==> src/hw/rtl/assert_macros.svh <==
// ----------------------------------------------------------------------------
// assert_macros.svh
// assertion helpers, sampled on clk and disabled while rst_n is low
// ----------------------------------------------------------------------------
`ifndef ASSERT_MACROS_SVH
`define ASSERT_MACROS_SVH

// same-cycle implication
`define ASSERT_IMPL(lbl, ante, cons, msg) \
  lbl: assert property (@(posedge clk) disable iff (!rst_n) (ante) |-> (cons)) \
    else $error(msg);

// next-cycle implication
`define ASSERT_NEXT(lbl, ante, cons, msg) \
  lbl: assert property (@(posedge clk) disable iff (!rst_n) (ante) |=> (cons)) \
    else $error(msg);

`endif

==> src/hw/rtl/tbgc_pkg.sv <==
// ----------------------------------------------------------------------------
// tbgc_pkg
// shared types and constants of the two-key gesture classifier
// ----------------------------------------------------------------------------
package tbgc_pkg;

  localparam int unsigned TIME_W = 32;

  localparam logic [TIME_W-1:0] DEBOUNCE_RST = 32'd25000;
  localparam logic [TIME_W-1:0] LONG_RST     = 32'd900000;

  // configuration register index
  typedef enum logic [0:0] {
    CFG_DEBOUNCE = 1'b0,
    CFG_LONG     = 1'b1
  } cfg_reg_t;

  typedef logic [TIME_W-1:0] time_t;

  // one sample of the keys
  typedef struct packed {
    logic  key_a_level;
    logic  key_b_level;
    time_t now_us;
  } sample_t;

  // event flags of one sample
  typedef struct packed {
    logic next_event;
    logic increment_event;
    logic save_event;
    logic reset_event;
  } events_t;

  // current thresholds
  typedef struct packed {
    time_t debounce_time;
    time_t long_press_time;
  } thresholds_t;

endpackage

==> src/hw/rtl/tbgc_cfg_regs.sv <==
// ----------------------------------------------------------------------------
// tbgc_cfg_regs
// debounce and long-press threshold registers
// ----------------------------------------------------------------------------
module tbgc_cfg_regs (
  input  logic                  clk,
  input  logic                  rst_n,
  input  logic                  wr_en,
  input  tbgc_pkg::cfg_reg_t    wr_index,
  input  tbgc_pkg::time_t       wr_data,
  output tbgc_pkg::thresholds_t thr
);

  tbgc_pkg::time_t debounce_r;
  tbgc_pkg::time_t long_r;

  always_ff @(posedge clk) begin
    if (!rst_n) begin
      debounce_r <= tbgc_pkg::DEBOUNCE_RST;
      long_r     <= tbgc_pkg::LONG_RST;
    end else if (wr_en) begin
      unique case (wr_index)
        tbgc_pkg::CFG_DEBOUNCE: debounce_r <= wr_data;
        tbgc_pkg::CFG_LONG:     long_r     <= wr_data;
        default: ;
      endcase
    end
  end

  assign thr.debounce_time   = debounce_r;
  assign thr.long_press_time = long_r;

endmodule

==> src/hw/rtl/tbgc_classify.sv <==
// ----------------------------------------------------------------------------
// tbgc_classify
// gesture state and single-pass event logic for one sample
// ----------------------------------------------------------------------------
`include "assert_macros.svh"

module tbgc_classify (
  input  logic                  clk,
  input  logic                  rst_n,
  input  logic                  step,
  input  tbgc_pkg::sample_t     smp,
  input  tbgc_pkg::thresholds_t thr,
  output tbgc_pkg::events_t     ev
);

  logic            a_prev_r, a_prev_nxt;
  logic            b_prev_r, b_prev_nxt;
  tbgc_pkg::time_t a_pt_r, a_pt_nxt;
  tbgc_pkg::time_t b_pt_r, b_pt_nxt;
  logic            long_r, long_nxt;
  logic            chord_r, chord_nxt;

  logic ka, kb;
  logic a_fall, b_fall, chord_hit, chord_mid, long_mid;
  tbgc_pkg::time_t a_age_old, b_age_old, a_age, b_age;

  always_comb begin
    ka = smp.key_a_level;
    kb = smp.key_b_level;

    // chord uses press times from before this sample
    a_age_old = smp.now_us - a_pt_r;
    b_age_old = smp.now_us - b_pt_r;
    chord_hit = !ka && !a_prev_r && !kb && !b_prev_r && !chord_r &&
                (a_age_old > thr.long_press_time) &&
                (b_age_old > thr.long_press_time);
    chord_mid = chord_r | chord_hit;

    // latch press times on falling edges
    a_fall   = a_prev_r & ~ka;
    b_fall   = b_prev_r & ~kb;
    a_pt_nxt = a_fall ? smp.now_us : a_pt_r;
    b_pt_nxt = b_fall ? smp.now_us : b_pt_r;
    long_mid = b_fall ? 1'b0 : long_r;

    a_age = smp.now_us - a_pt_nxt;
    b_age = smp.now_us - b_pt_nxt;

    ev.reset_event = chord_hit;
    ev.save_event  = !kb && !long_mid && (b_age > thr.long_press_time);
    long_nxt       = long_mid | ev.save_event;

    ev.next_event      = !a_prev_r && ka && (a_age > thr.debounce_time) && !chord_mid;
    ev.increment_event = !b_prev_r && kb && (b_age > thr.debounce_time) &&
                         !long_nxt && !chord_mid;

    chord_nxt  = (ka && kb) ? 1'b0 : chord_mid;
    a_prev_nxt = ka;
    b_prev_nxt = kb;
  end

  always_ff @(posedge clk) begin
    if (!rst_n) begin
      a_prev_r <= 1'b1;
      b_prev_r <= 1'b1;
      a_pt_r   <= '0;
      b_pt_r   <= '0;
      long_r   <= 1'b0;
      chord_r  <= 1'b0;
    end else if (step) begin
      a_prev_r <= a_prev_nxt;
      b_prev_r <= b_prev_nxt;
      a_pt_r   <= a_pt_nxt;
      b_pt_r   <= b_pt_nxt;
      long_r   <= long_nxt;
      chord_r  <= chord_nxt;
    end
  end

  `ASSERT_IMPL(a_chord_keys_down, step && ev.reset_event, !ka && !kb, "chord with key up")
  `ASSERT_IMPL(a_save_inc_excl, step, !(ev.save_event && ev.increment_event), "save and increment")
  `ASSERT_NEXT(a_long_after_save, step && ev.save_event, long_r, "long mark not set")

endmodule

==> src/hw/rtl/two_button_gesture_classifier_top.sv <==
// ----------------------------------------------------------------------------
// two_button_gesture_classifier_top
// two-key gesture classifier: short releases, long hold and chord
// ----------------------------------------------------------------------------
// usage
//   in_*  : one sample word per handshake (key levels, active low, and a
//           free-running microsecond time that wraps)
//   out_* : one event word per sample, four flags that may be set together
//   cfg_* : write port for the debounce and long-press thresholds, index 0
//           and 1; always ready, write only while no sample is in flight
//   a word is taken at a clock edge with valid high and stall low
//   an accepted sample lands in the input register, and its events reach the
//   result register when that register is free or being drained;
//   throughput one sample per cycle while the receiver does not stall,
//   set by the single pass from the input register through the compare
//   logic into the result register
//   when the receiver stalls, the result register holds and the input
//   register keeps one more sample; in_stall rises only when both are full
//   reset (rst_n low, synchronous) empties both registers, restores default
//   thresholds and returns both keys to released with no pending marks
// ----------------------------------------------------------------------------
`include "assert_macros.svh"

module two_button_gesture_classifier_top (
  input  logic                  clk,
  input  logic                  rst_n,
  // sample channel
  input  logic                  in_valid,
  output logic                  in_stall,
  input  logic                  in_key_a_level,
  input  logic                  in_key_b_level,
  input  logic [31:0]           in_now_us,
  // event channel
  output logic                  out_valid,
  input  logic                  out_stall,
  output logic                  out_next_event,
  output logic                  out_increment_event,
  output logic                  out_save_event,
  output logic                  out_reset_event,
  // configuration channel
  input  logic                  cfg_valid,
  output logic                  cfg_ready,
  input  tbgc_pkg::cfg_reg_t    cfg_index,
  input  logic [31:0]           cfg_data
);

  // input register
  logic                  in_full_r, in_full_nxt;
  tbgc_pkg::sample_t     smp_r;
  // result register
  logic                  out_valid_r, out_valid_nxt;
  tbgc_pkg::events_t     ev_r;

  tbgc_pkg::events_t     ev;
  tbgc_pkg::thresholds_t thr;
  logic                  advance;
  logic                  in_take;

  // sample moves to the result register when that is free or being drained
  assign advance  = in_full_r && (!out_valid_r || !out_stall);
  assign in_stall = in_full_r && !advance;
  assign in_take  = in_valid && !in_stall;

  assign cfg_ready = 1'b1;

  tbgc_cfg_regs u_cfg (
    .clk      (clk),
    .rst_n    (rst_n),
    .wr_en    (cfg_valid && cfg_ready),
    .wr_index (cfg_index),
    .wr_data  (cfg_data),
    .thr      (thr)
  );

  tbgc_classify u_cls (
    .clk   (clk),
    .rst_n (rst_n),
    .step  (advance),
    .smp   (smp_r),
    .thr   (thr),
    .ev    (ev)
  );

  always_comb begin
    in_full_nxt   = in_take | (in_full_r & ~advance);
    out_valid_nxt = advance | (out_valid_r & out_stall);
  end

  // control state
  always_ff @(posedge clk) begin
    if (!rst_n) begin
      in_full_r   <= 1'b0;
      out_valid_r <= 1'b0;
    end else begin
      in_full_r   <= in_full_nxt;
      out_valid_r <= out_valid_nxt;
    end
  end

  // payload registers, no reset needed
  always_ff @(posedge clk) begin
    if (in_take) begin
      smp_r.key_a_level <= in_key_a_level;
      smp_r.key_b_level <= in_key_b_level;
      smp_r.now_us      <= in_now_us;
    end
    if (advance) begin
      ev_r <= ev;
    end
  end

  assign out_valid           = out_valid_r;
  assign out_next_event      = ev_r.next_event;
  assign out_increment_event = ev_r.increment_event;
  assign out_save_event      = ev_r.save_event;
  assign out_reset_event     = ev_r.reset_event;

  `ASSERT_IMPL(a_empty_no_stall, !in_full_r, !in_stall, "stall with empty input register")
  `ASSERT_NEXT(a_advance_fills, advance, out_valid_r, "result lost after advance")
  `ASSERT_IMPL(a_full_blocked, in_full_r && out_valid_r && out_stall, in_stall, "sample overrun")

endmodule

==> config.mk <==
export PLATFORM = sky130hd
export DESIGN_NAME = two_button_gesture_classifier_top
export DESIGN_NICKNAME = d
export VERILOG_FILES = /design/src/hw/rtl/tbgc_pkg.sv /design/src/hw/rtl/tbgc_cfg_regs.sv /design/src/hw/rtl/tbgc_classify.sv /design/src/hw/rtl/two_button_gesture_classifier_top.sv
export VERILOG_INCLUDE_DIRS = /design/src /design/src/hw/rtl
export SDC_FILE = /design/constraint.sdc
export NUM_CORES = 1
export LEC_CHECK = 0
export ABC_AREA = 1
export BUFFER_PORTS_ARGS = -buffer_cell sky130_fd_sc_hd__clkbuf_2
export CAP_MARGIN = 10
export CORE_AREA = 2 2 166 168
export CTS_BUF_LIST = sky130_fd_sc_hd__clkbuf_8
export DETAILED_ROUTE_END_ITERATION = 6
export DIE_AREA = 0 0 168 170
export PLACE_DENSITY = 0.95
export SYNTH_ARGS = -nofsm -noshare
export SYNTH_HDL_FRONTEND = slang
export SYNTH_HIERARCHICAL = 1
export SYNTH_SLANG_ARGS = --single-unit
==> constraint.sdc <==
create_clock -name clk -period 7.2 [get_ports clk]
set_input_delay 0.36 -clock clk [delete_from_list [all_inputs] [get_ports clk]]
set_output_delay 0.36 -clock clk [all_outputs]
set_load 0.01 [all_outputs]
Word level (Yosys, flattened, before mapping)

Cells that the tools add are included.

Add/sub/neg operators: 4
Order comparisons: 5
Muxes and demuxes: 4
Bitwise operators: 12
Reductions and logical operators: 34

Operators with widths:

| kind                           | count |
|---|---|
| 32-bit greater-than comparator | 5 |
| 32-bit subtractor              | 4 |
| 32-bit 2-to-1 mux              | 2 |
| 1-bit logical AND              | 19 |
| 1-bit zero test                | 12 |
| 1-bit bitwise AND              | 4 |
| 1-bit inverter                 | 4 |
| 1-bit OR                       | 4 |
| 2-bit AND reduction            | 2 |
| 1-bit 2-to-1 mux               | 2 |
| 1-bit logical OR               | 1 |

Register bits: 172
Input port bits: 72
Output and inout bits: 7
Logic and storage cells: 76

Logic depth before layout (Yosys ltp)

Gate-level depths: netlist of run 1.

Depth after elaboration: 10
Depth in mapped cells: 31
Mapped depth without buffers: 28

By module

Netlist of run 1, hierarchy kept.

Modules (own cells, without submodules):

| module                            | instances | cells each | area each (sq um) | seq. area each (sq um) |
|---|---|---|---|---|
| tbgc_classify                     | 1         | 2470       | 14705.4           | 1361.3 |
| tbgc_cfg_regs                     | 1         | 336        | 2506.2            | 1281.2 |
| two_button_gesture_classifier_top | 1         | 53         | 1247.4            | 1181.1 |

Least setup slack after synthesis of run 1

No wires, ideal clock.

Path kind: reg2reg
Start point: register smp_r[33] in the netlist's numbering
End point: register ev_r, in the netlist out_next_event (data pin)
Setup time: 0.251 ns
Data arrival time: 3.442 ns
Required time: 6.949 ns
Setup slack: 3.507 ns
Stages on the path, launching flop included: 23
Buffers on the path: 1
Clock period less this slack: 3.693 ns
Cells stage by stage: edfxtp_1 > nor2_1 > inv_1 > clkbuf_1 > nand2_1 > o21ai_0 > ha_1 > nand2_1 > o21ai_0 > nor2_1 > o21ai_0 > nand3_1 > nand2_1 > xor2_1 > ha_1 > nand2_1 > nor2_1 > and3_1 > inv_1 > nor3_1 > a31oi_1 > nand2_1 > nor2_1

RTL lines:

| item                 | line                                     | text |
|---|---|---|
| start, declared      | two_button_gesture_classifier_top.sv:49  | `tbgc_pkg::sample_t smp_r;` |
| end signal, assigned | two_button_gesture_classifier_top.sv:108 | `ev_r <= ev;` |
| end, declared        | two_button_gesture_classifier_top.sv:52  | `tbgc_pkg::events_t ev_r;` |

==> impl_summary.log, run 1 <==
[metrics] synthesized flop and latch total: 172
[metrics] Worst Slack Setup Final: 1.32 ns
[metrics] share of the clock period used by the worst path: 81.6%
[metrics] pins over their slew limit: 0
[metrics] clock tree root buffer cell: clkbuf_8
[metrics] normalized max-slew margin: 20.1%
[metrics] Net Count, Synth: 3213
[metrics] Least-Margin Pin Slew: 1.20 ns
[metrics] clock network fraction of total power: 18.1%
[metrics] ports placed on the boundary: 79
[metrics] proportion of power drawn by flip-flops and latches: 28.6%
[metrics] internal power of the cells: 2.02 mW
[metrics] number of distinct library cell variants in the gate-level netlist after synthesis: 49
[metrics] proportion of layout cells with a drive suffix above 1: 4.66%
[metrics] power per unit of standard cell area: 200 nW/um^2
[metrics] proportion of total power due to net switching: 47.8%
[metrics] area of the die: 28600 sq um
[metrics] Maximum Capacitance Violations: 0
[metrics] unrepaired setup endpoints after global routing: no
[metrics] Hold Crit Class: in2reg
[metrics] DRC violation count after routing: 43
[metrics] clock slew at reported path FFs: 0.13 ns
[metrics] clock tree from TritonCTS: yes
[metrics] starting utilization of the core area: 69.3%
[metrics] number of buffers created by CTS: 17
[metrics] most common cell after layout, fill and taps aside: nand2_1
[metrics] combinational fraction of design power: 53.3%
[metrics] CP Max Fanout: 50
[metrics] instance count of the mapped netlist: 2859
[metrics] DR vias: 20000
[metrics] proportion of netlist area held by the largest area contributor: 18.9%
[metrics] antenna violations before repair: 0
[metrics] per-instance average area after synthesis: 6.46 sq um
[metrics] maximum level of the CTS H-tree: 4
[metrics] worst slack at placement: 1.73 ns
[metrics] count of hold buffers inserted by post-cts repair: 0
[metrics] top cells by area, synth: ha_1 (19%), dfxtp_1 (15%), nand2_1 (14%)
[metrics] Synth Cell Area: 18500 sq um
[metrics] setup TNS after final layout: 0 ns
[metrics] overflow left after global routing: 0
[metrics] worst setup skew after layout: 0.0267 ns
[metrics] First-pass DRT Iterations: 7
[metrics] core region area: 26700 sq um
[metrics] synthesis-to-finish area growth: 5.02%
[metrics] worst hold slack after final layout: 0.0311 ns
[metrics] Post-DP HPWL: 52100 um
[metrics] nets@finish: 3258
[metrics] Routed WL: 63800 um
[metrics] via-per-instance ratio: 6.13
[metrics] register area: 3820 sq um
[metrics] remaining antenna violation count: 0
[metrics] FILL cells: 2248
[metrics] final hold viol count: 0
[metrics] kind of end point of the critical path: flop
[metrics] first-pass GRT wire length: 97800 um
[metrics] flop-to-flop setup slack: 1.32 ns
[metrics] shortest clock period the worst path allows after layout: 5.88 ns
[metrics] Port Buffers: 77
[metrics] Pleak: 9.60 nW
[metrics] CP startpoint kind: flop
[metrics] leading cell types in the layout, fill and taps excluded: nand2_1 (663), inv_1 (398), nor2_1 (348), ha_1 (279), a21oi_1 (251)
[metrics] path type of the worst setup path: reg2reg
[metrics] # Post-CTS Setup Buffers: 0
[metrics] Die Height: 170 um
[metrics] Total GRT Usage: 44.1%
[metrics] peak ir drop on the vdd network: 0.143 mV
[metrics] vias in the first global route: 18800
[metrics] Iteration-0 DRC Markers: 2467
[metrics] later-pin clock latency in the skew report: 0.50 ns
[metrics] Std-Cell Rows: 60
[metrics] Die X-Extent: 168 um
[metrics] yosys synthesis warning count: 6
[metrics] final routed wire length divided by cell count: 19.6 um
[metrics] number of endpoints failing setup at the final stage: 0
[metrics] largest area contributor in the netlist: ha_1
[metrics] worst-case clock buffer depth: 2
[metrics] pin count of the biggest net entering global routing: 104
[metrics] number of standard cells in the final layout excluding fillers: 3259
[metrics] fmax: 0.170 GHz
[metrics] placed cells: 3226
[metrics] routability congestion estimate from global placement: 1.03
[metrics] area of combinational cells with multiple inputs: 12800 sq um
[metrics] failing checks: DRC
[metrics] switching power of the nets: 1.85 mW
[metrics] Post-CTS Resized: 0
[metrics] status: complete, but fails checks
[metrics] worst endpoint data arrival time: 6.12 ns
[metrics] Num Clock Sinks: 172
[metrics] sequential element share of the synthesized area: 20.7%
[metrics] critical path data required time: 7.44 ns
[critical path, stage by stage (launching register included)]
cell and delay (ns):
edfxtp_1 0.50, nor2_1 0.89, inv_1 0.10, buf_4 0.31, nand2_1 0.10, o21ai_0 0.14, ha_1 0.42, nand2_1 0.12
o21ai_0 0.34, nor2_1 0.13, o21ai_0 0.52, nand3_1 0.14, nand2_1 0.12, xor2_1 0.23, ha_1 0.17, nand2_1 0.06
nor2_1 0.13, and3_1 0.16, inv_1 0.05, nor3_1 0.65, a31oi_1 0.16, nand2_1 0.14, nor2_1 0.06
[power groups by stage]
stage                     sequential (mW)  clock [mW]  combinational [mW]
after floorplan                      1.10           0                1.44
after global placement               1.12           0                1.89
after detailed placement             1.13           0                1.98
after CTS                            1.10       0.699                1.99
after global routing                 1.11       0.732                2.28
final                                1.11       0.703                2.07
[routing by layer]
| layer | global-route usage [%] | part of all wire, % |
|---|---|---|
| met5 | 0 | 0 |
| met3 | 7.58 | 10 |
| met1 | 53.8 | 39 |
| met4 | 33.0 | 8.4 |
| met2 | 70.2 | 43 |
[cell usage after synthesis (all sizes together)]
cell type / number
buf: 20
o2111ai: 1
a21o: 19
and2: 2
nor3: 29
a21boi: 14
or3b: 1
nand3b: 7
o21a: 17
clkbuf: 37
a21oi: 252
xnor2: 15
xor2: 73
ha: 279
nand4: 40
fa: 3
nor4: 10
nand2: 669
edfxtp: 38
dfxtp: 134
and3: 5
nand3: 158
a211oi: 30
o211ai: 6
inv: 401
nor3b: 1
clkinv: 1
conb: 1
o21bai: 22
o21ai: 212
a31oi: 10
o311ai: 1
nor2: 351
[cell type report]
type / count / share of cell area (%)
sequential: 172 / 19.7
multi-input combinational: 2228 / 66.1
clock buffer: 17 / 1.21
clock inverter: 15 / 0.781
antenna: 1 / 0.0129
timing repair buffer: 83 / 2.22
inverter: 402 / 7.78
tap: 341 / 2.20
[cells by family after synthesis]
logic type               share of synthesized area [%]
XOR/XNOR                                          4.18
flip-flops                                        20.7
AO/OA/AOI/OAI                                     17.5
adder cells (fa/ha/maj)                           19.2
buffers and inverters                             9.92
AND/OR/NAND/NOR                                   28.5
other                                           0.0203
[per-stage QoR]
stage	power (mW)	utilization, %	cell area (sq um)
2_1_floorplan	2.54	-	18500
3_3_place_gp	3.01	71.3	19000
3_5_place_dp	3.10	71.3	19000
4_1_cts	3.80	72.7	19400
5_1_grt	4.12	72.7	19400
6_report	3.88	72.7	19400
[path summary, 6_finish.rpt]
path | start | end | depth (start not counted)
worst max-delay path | smp_r[33]$_DFFE_PP_ | out_next_event$_DFFE_PP_ | 22
worst min-delay path | in_now_us[2] | smp_r[2]$_DFFE_PP_ | 1
worst max register to register | smp_r[33]$_DFFE_PP_ | out_next_event$_DFFE_PP_ | 22
worst min register to register | u_cfg/debounce_r[14]$_SDFFE_PN1P_ | u_cfg/debounce_r[14]$_SDFFE_PN1P_ | 2
[flip-flops by register name, indices dropped and copies added (netlist names), 32 cells and up]
register          count
u_cfg/long_r         32
u_cfg/debounce_r     32
u_cls/b_pt_r         32
smp_r                34
u_cls/a_pt_r         32
Power figures use the tool's default switching activity.
==> inputs of run 2 (changes only) <==
Settings changed: ABC_AREA 1 to 0, CORE_AREA 2 2 166 168 to 2 2 172 174, DIE_AREA 0 0 168 170 to 0 0 174 176, PLACE_DENSITY 0.95 to 0.91.
Clock period 7.2 ns to 5.3 ns, I/O delays scaled along.
==> impl_summary.log, run 2 <==
[metrics] status: complete, but fails checks
[metrics] failing checks: DRC
[metrics] fmax: 0.194 GHz
[metrics] placed cells: 2542
[metrics] clock tree from TritonCTS: yes
[metrics] number of buffers created by CTS: 17
[metrics] worst endpoint data arrival time: 5.55 ns
[metrics] worst slack at placement: -0.0356 ns
[metrics] pins over their slew limit: 0
[metrics] Post-synth top cells: ha_1 (279), nand2_1 (267), a21oi_1 (194)
[metrics] instance count of the mapped netlist: 2105
[metrics] Hold Crit Class: in2reg
[metrics] EDFF count, synth: 38
[metrics] critical path data required time: 5.69 ns
[metrics] Post-DP HPWL: 38900 um
[metrics] number of standard cells in the final layout excluding fillers: 2633
[metrics] DR vias: 16000
[metrics] path type of the worst setup path: reg2reg
[metrics] area of the die: 30600 sq um
[metrics] Worst Slack Setup Final: 0.140 ns
[metrics] overflow left after global routing: 0
[metrics] remaining antenna violation count: 0
[metrics] antenna violations before repair: 0
[metrics] switching power of the nets: 1.83 mW
[metrics] fin util: 66.1%
[metrics] Pleak: 8.12 nW
[metrics] fraction of the mapped netlist area in compound gates: 23.6%
[metrics] internal power of the cells: 2.70 mW
[metrics] core region area: 28500 sq um
[metrics] number of distinct library cell variants in the gate-level netlist after synthesis: 85
[metrics] clock slew at reported path FFs: 0.11 ns
[metrics] predominant post-synthesis flop cell: dfxtp_1
[metrics] maximum level of the CTS H-tree: 4
[metrics] worst-case clock buffer depth: 2
[metrics] DRC violation count after routing: 21
[metrics] First-pass DRT Iterations: 7
[metrics] proportion of power drawn by flip-flops and latches: 32.2%
[metrics] CP Max Fanout: 13
[metrics] multiplexer share of the synthesized area: 2.87%
[metrics] kind of end point of the critical path: flop
[metrics] normalized max-slew margin: 21.8%
[metrics] max FFs per register: 34
[metrics] yosys synthesis warning count: 6
[metrics] XOR/XNOR Fraction of Synth Area: 5.73%
[metrics] number of endpoints failing setup at the final stage: 0
[metrics] Synth Cell Area: 16800 sq um
[metrics] setup TNS after final layout: 0 ns
[metrics] sequential element share of the synthesized area: 22.7%
[metrics] Port Buffers: 77
[metrics] per-instance average area after synthesis: 7.99 sq um
[metrics] worst hold slack after final layout: 0.0193 ns
[metrics] proportion of total power due to net switching: 40.4%
[metrics] total power after layout: 4.53 mW
[metrics] leading cell types in the layout, fill and taps excluded: ha_1 (276), nand2_1 (267), a21oi_1 (190), inv_1 (168), dfxtp_1 (134)
[metrics] Std-Cell Rows: 62
[metrics] ANT cells: 0
[metrics] later-pin clock latency in the skew report: 0.49 ns
[metrics] CP startpoint kind: flop
[metrics] nets@finish: 2590
[metrics] largest family of logic cells by synthesized area: compound AO/OA/AOI/OAI gates
[metrics] FFs w/ async S/R, synth: 0%
[metrics] largest register by flop count: smp_r
[metrics] fraction of the mapped netlist area in simple logic gates: 18.0%
[metrics] adder-cell area share of the yosys netlist: 21.2%
[metrics] routability congestion estimate from global placement: 0.994
[metrics] Least-Margin Pin Slew: 1.17 ns
[metrics] Total GRT Usage: 31.6%
[metrics] most common cell after layout, fill and taps aside: ha_1
[metrics] power per unit of standard cell area: 240 nW/um^2
[metrics] share of the clock period used by the worst path: 97.4%
[metrics] first-pass GRT wire length: 77200 um
[metrics] Net Count, Synth: 2459
[metrics] peak ir drop on the vdd network: 0.170 mV
[metrics] proportion of netlist area held by the largest area contributor: 20.8%
[metrics] synthesized flop and latch total: 172
[metrics] final hold viol count: 0
[metrics] Num Clock Sinks: 172
[metrics] area of all placed cells without fillers: 18900 sq um
[metrics] Die X-Extent: 174 um
[metrics] clock network fraction of total power: 21.6%
[metrics] final routed wire length divided by cell count: 19.2 um
[metrics] synthesis-to-finish area growth: 12.2%
[metrics] shortest clock period the worst path allows after layout: 5.16 ns
[metrics] ports placed on the boundary: 79
[metrics] proportion of layout cells with a drive suffix above 1: 10.9%
[metrics] combinational fraction of design power: 46.2%
[metrics] vias in the first global route: 15600
[metrics] instance area at placement: 17700 sq um
[metrics] Maximum Capacitance Violations: 0
[metrics] Die Height: 176 um
[metrics] pin count of the biggest net entering global routing: 107
[metrics] worst setup skew after layout: 0.0181 ns
[metrics] top cells by area, synth: ha_1 (21%), dfxtp_1 (16%), edfxtp_1 (6.8%)
[metrics] clock tree root buffer cell: clkbuf_8
[metrics] Iteration-0 DRC Markers: 1196
[metrics] Routed WL: 50500 um
[metrics] largest area contributor in the netlist: ha_1
[metrics] starting utilization of the core area: 58.9%
[metrics] via-per-instance ratio: 6.09
[metrics] library cell with the highest instance count after synthesis: ha_1
run 2: cell types whose count changed in the layout (fill, tap and decap cells not counted), sizes merged, moves of 56 or more:
cell	previous run	this run
inv	410	180
buf	7	67
a21o	19	93
o21ai	212	90
xnor2	15	76
a21oi	252	196
nand2	669	268
a21boi	14	71
nor2	351	133
nand3	158	51
run 2: worst max-delay path, stage by stage, from the launching register on:
cell and delay [ns]:
edfxtp_1 0.46, buf_4 0.18, nor2b_4 0.12, buf_12 0.14
buf_4 0.12, nor2_1 0.04, a21oi_2 0.15, ha_4 0.19
o21ai_0 0.11, o41ai_2 0.42, a311oi_4 0.11, a211oi_2 0.36
nor3_2 0.10, o31a_2 0.43, o21bai_1 0.20, xor2_1 0.13
ha_1 0.21, a21o_1 0.18, a21oi_1 0.17, nor2b_1 0.07
o21ai_0 0.15, nand2b_1 0.07, a21oi_1 0.17, nor2_1 0.09
a211oi_2 0.28, a31oi_1 0.14, a31o_2 0.25
run 2: logic make-up after synthesis:
logic type / count (synthesis)
other cells: 1
fa+ha+maj: 284
compound gates: 605
mux: 48
flops: 172
buf+inv: 239
xor+xnor: 110
simple gates: 646
run 2: power by group through the flow:
stage | Sequential [mW] | Clock, mW | Combinational [mW]
2_1_floorplan | 1.48 | 0 | 1.43
3_3_place_gp | 1.49 | 0 | 1.85
3_5_place_dp | 1.49 | 0 | 1.92
4_1_cts | 1.46 | 0.995 | 1.98
5_1_grt | 1.47 | 1.03 | 2.29
6_report | 1.46 | 0.977 | 2.10
run 2: final timing paths:
kind                                            end  depth (start not counted)                              start  slack, ns
setup reg to reg          u_cls/long_r$_SDFFE_PN0P_                         26                smp_r[32]$_DFFE_PP_       0.14
hold reg to reg   u_cfg/debounce_r[24]$_SDFFE_PN0P_                          2  u_cfg/debounce_r[24]$_SDFFE_PN0P_       0.47
hold / removal    u_cfg/debounce_r[25]$_SDFFE_PN0P_                          3                       cfg_data[25]       0.02
setup / recovery          u_cls/long_r$_SDFFE_PN0P_                         26                smp_r[32]$_DFFE_PP_       0.14
run 2: layout make-up:
type / instances / area, sq um
Clock buffer: 17 / 234
Clock inverter: 15 / 151
Fill cell: 2427 / 9680
Inverter: 169 / 634
Multi-Input combinational cell: 1694 / 12300
Sequential cell: 172 / 3820
Tap cell: 384 / 480
Timing Repair Buffer: 182 / 1290
run 2: per-layer routing:
| metal | track usage (%) | vias up | part of all wire, % | wire, um |
|---|---|---|---|---|
| li1 | - | 7738 | - | - |
| met1 | 34.4 | 7420 | 38 | 19200 |
| met2 | 56.4 | 653 | 48 | 24400 |
| met3 | 3.68 | 237 | 5.1 | 2580 |
| met4 | 24.6 | 0 | 8.5 | 4310 |
| met5 | 0 | - | 0 | 0 |
run 2: what timing repair did:
item / 4_1_cts / 5_1_grt
hold buffers: 39 / 0
endpoints found under the hold margin: 39 / 0
pin swaps: 0 / 18
setup endpoints to repair: 4 / 6
gates resized for setup: 3 / 47
setup buffers: 6 / 14
==> inputs of run 3 (changes only) <==
Settings changed: CORE_AREA 2 2 172 174 to 2 2 178 180, CTS_BUF_LIST sky130_fd_sc_hd__clkbuf_8 to unset, DIE_AREA 0 0 174 176 to 0 0 180 182, PLACE_DENSITY 0.91 to 0.86, SKIP_CTS_REPAIR_TIMING set to 1.
==> impl_summary.log, run 3 (synthesis gave the netlist of run 2 again) <==
[metrics] via-per-instance ratio: 5.98
[metrics] path type of the worst setup path: reg2reg
[metrics] Pleak: 8.20 nW
[metrics] overflow left after global routing: 0
[metrics] Die Height: 182 um
[metrics] peak ir drop on the vdd network: 0.245 mV
[metrics] starting utilization of the core area: 54.3%
[metrics] proportion of layout cells with a drive suffix above 1: 10.9%
[metrics] Total GRT Usage: 29.3%
[metrics] CP Cell Sequence: ha_1, nor2b_1, o211ai_1, a31o_2, o211ai_1, buf_4, a31oi_2, a21oi_1, a31oi_2, o21ai_2, a221oi_2, xnor2_1, ha_1, nand4_1, or3_4, nor2_1, nand3_1, nor3_2, and2_1, o21a_1, nor2_1, nor3_1
[metrics] clock tree from TritonCTS: yes
[metrics] area of the die: 32800 sq um
[metrics] number of buffers created by CTS: 17
[metrics] CP Max Fanout: 6
[metrics] family of cells with the greatest summed delay on the critical path: compound AO/OA/AOI/OAI gates
[metrics] power per unit of standard cell area: 254 nW/um^2
[metrics] largest register by flop count: smp_r
[metrics] critical path's slowest cell: edfxtp_1
[metrics] clock tree root buffer cell: clkbuf_16
[metrics] Routed WL: 49300 um
[metrics] max FFs per register: 34
[metrics] setup TNS after final layout: 0 ns
[metrics] status: finished, final reports clean
[metrics] area of combinational cells with multiple inputs: 12200 sq um
[metrics] register area: 3820 sq um
[metrics] vias in the first global route: 15000
[metrics] Hold Crit Class: in2reg
[metrics] proportion of power drawn by flip-flops and latches: 30.2%
[metrics] Least-Margin Pin Slew: 1.16 ns
[metrics] Die X-Extent: 180 um
[metrics] proportion of total power due to net switching: 37.6%
[metrics] clock network fraction of total power: 27.3%
[metrics] fmax: 0.197 GHz
[metrics] Iteration-0 DRC Markers: 1010
[metrics] final hold viol count: 0
[metrics] ANT cells: 0
[metrics] placed cells: 2566
[metrics] switching power of the nets: 1.82 mW
[metrics] DRC violation count after routing: 0
[metrics] Std-Cell Rows: 65
[metrics] worst-case clock buffer depth: 2
[metrics] maximum level of the CTS H-tree: 4
[metrics] synthesis-to-finish area growth: 13.1%
[metrics] internal power of the cells: 3.02 mW
[metrics] Num Clock Sinks: 172
[metrics] combinational fraction of design power: 42.5%
[metrics] number of endpoints failing setup at the final stage: 0
[metrics] Post-DP HPWL: 38600 um
[metrics] FILL cells: 2748
[metrics] worst endpoint data arrival time: 5.37 ns
[metrics] number of gates on the worst path with buffers counted: 22
[metrics] leading cell types in the layout, fill and taps excluded: ha_1 (279), nand2_1 (266), a21oi_1 (191), inv_1 (167), dfxtp_1 (134)
[metrics] DR vias: 15800
[metrics] nets@finish: 2589
[metrics] final routed wire length divided by cell count: 18.6 um
[metrics] ports placed on the boundary: 79
[metrics] Min-Delay Path Depth: 2
[metrics] core region area: 31000 sq um
[metrics] pin count of the biggest net entering global routing: 114
[metrics] First-pass DRT Iterations: 5
[metrics] pins over their slew limit: 0
[metrics] maximum single-stage delay on the critical path: 0.49 ns
[metrics] share of the clock period used by the worst path: 95.7%
[metrics] remaining antenna violation count: 0
[metrics] antenna violations before repair: 0
[metrics] worst hold slack after final layout: 0.0523 ns
[metrics] critical path data required time: 5.60 ns
[metrics] Port Buffers: 77
[metrics] Maximum Capacitance Violations: 0
[metrics] Worst Reg-to-Reg Cells: 22
[metrics] CP startpoint kind: flop
[metrics] number of standard cells in the final layout excluding fillers: 2650
[metrics] later-pin clock latency in the skew report: 0.46 ns
[metrics] worst setup skew after layout: 0.0102 ns
[metrics] fin util: 61.4%
[metrics] shortest clock period the worst path allows after layout: 5.07 ns
[metrics] first-pass GRT wire length: 76200 um
[metrics] clock slew at reported path FFs: 0.07 ns
[metrics] buffers and inverters on the worst path: 1
[metrics] kind of end point of the critical path: flop
[metrics] routability congestion estimate from global placement: 1.02
[metrics] normalized max-slew margin: 22.3%
[metrics] most common cell after layout, fill and taps aside: ha_1
[run 3: changes by cell type in the layout (fill, tap and decap cells not counted), sizes merged]
cell	delta
clkinvlp	+1
dlygate4sd3	-5
bufinv	+1
inv	-3
buf	+4
clkinv	+1
[run 3: area by class of cell]
cell class	count	area share, %
sequential	172	20.1
clock inverter	15	0.934
inverter	169	3.34
multi-input combinational	1694	64.1
tap	402	2.65
clock buffer	17	2.24
timing repair buffer	181	6.61
[run 3: path summary, 6_finish.rpt]
check	startpoint	to	slack, ns
worst max-delay path	smp_r[1]$_DFFE_PP_	out_reset_event$_DFFE_PP_	0.23
worst max register to register	smp_r[1]$_DFFE_PP_	out_reset_event$_DFFE_PP_	0.23
worst min register to register	u_cfg/debounce_r[10]$_SDFFE_PN0P_	u_cfg/debounce_r[10]$_SDFFE_PN0P_	0.46
worst min-delay path	in_valid	in_full_r$_SDFF_PN0_	0.05
[run 3: power groups by stage]
stage	registers [mW]	logic [mW]	clock network, mW
after detailed placement	1.49	1.93	0
after global placement	1.49	1.87	0
after floorplan	1.48	1.43	0
after CTS	1.46	1.95	1.35
after global routing	1.47	2.27	1.40
final	1.46	2.05	1.32
[run 3: metrics by stage]
stage	power, mW	worst slack [ns]	area [sq um]
2_1_floorplan	2.91	0.322	16800
4_1_cts	4.77	-0.0540	18400
3_3_place_gp	3.36	0.103	17800
5_1_grt	5.14	-0.0557	19000
6_report	4.83	0.230	19000
3_5_place_dp	3.43	-0.00369	17800
[run 3: metal layers]
| layer | part of all wire, % | wire, um | GRT usage (%) | vias up |
|---|---|---|---|---|
| li1 | - | - | - | 7745 |
| met1 | 40 | 19800 | 32.8 | 7440 |
| met2 | 49 | 24100 | 52.0 | 496 |
| met3 | 4.3 | 2140 | 3.73 | 166 |
| met4 | 6.6 | 3260 | 19.8 | 0 |
| met5 | 0 | 0 | 0 | - |
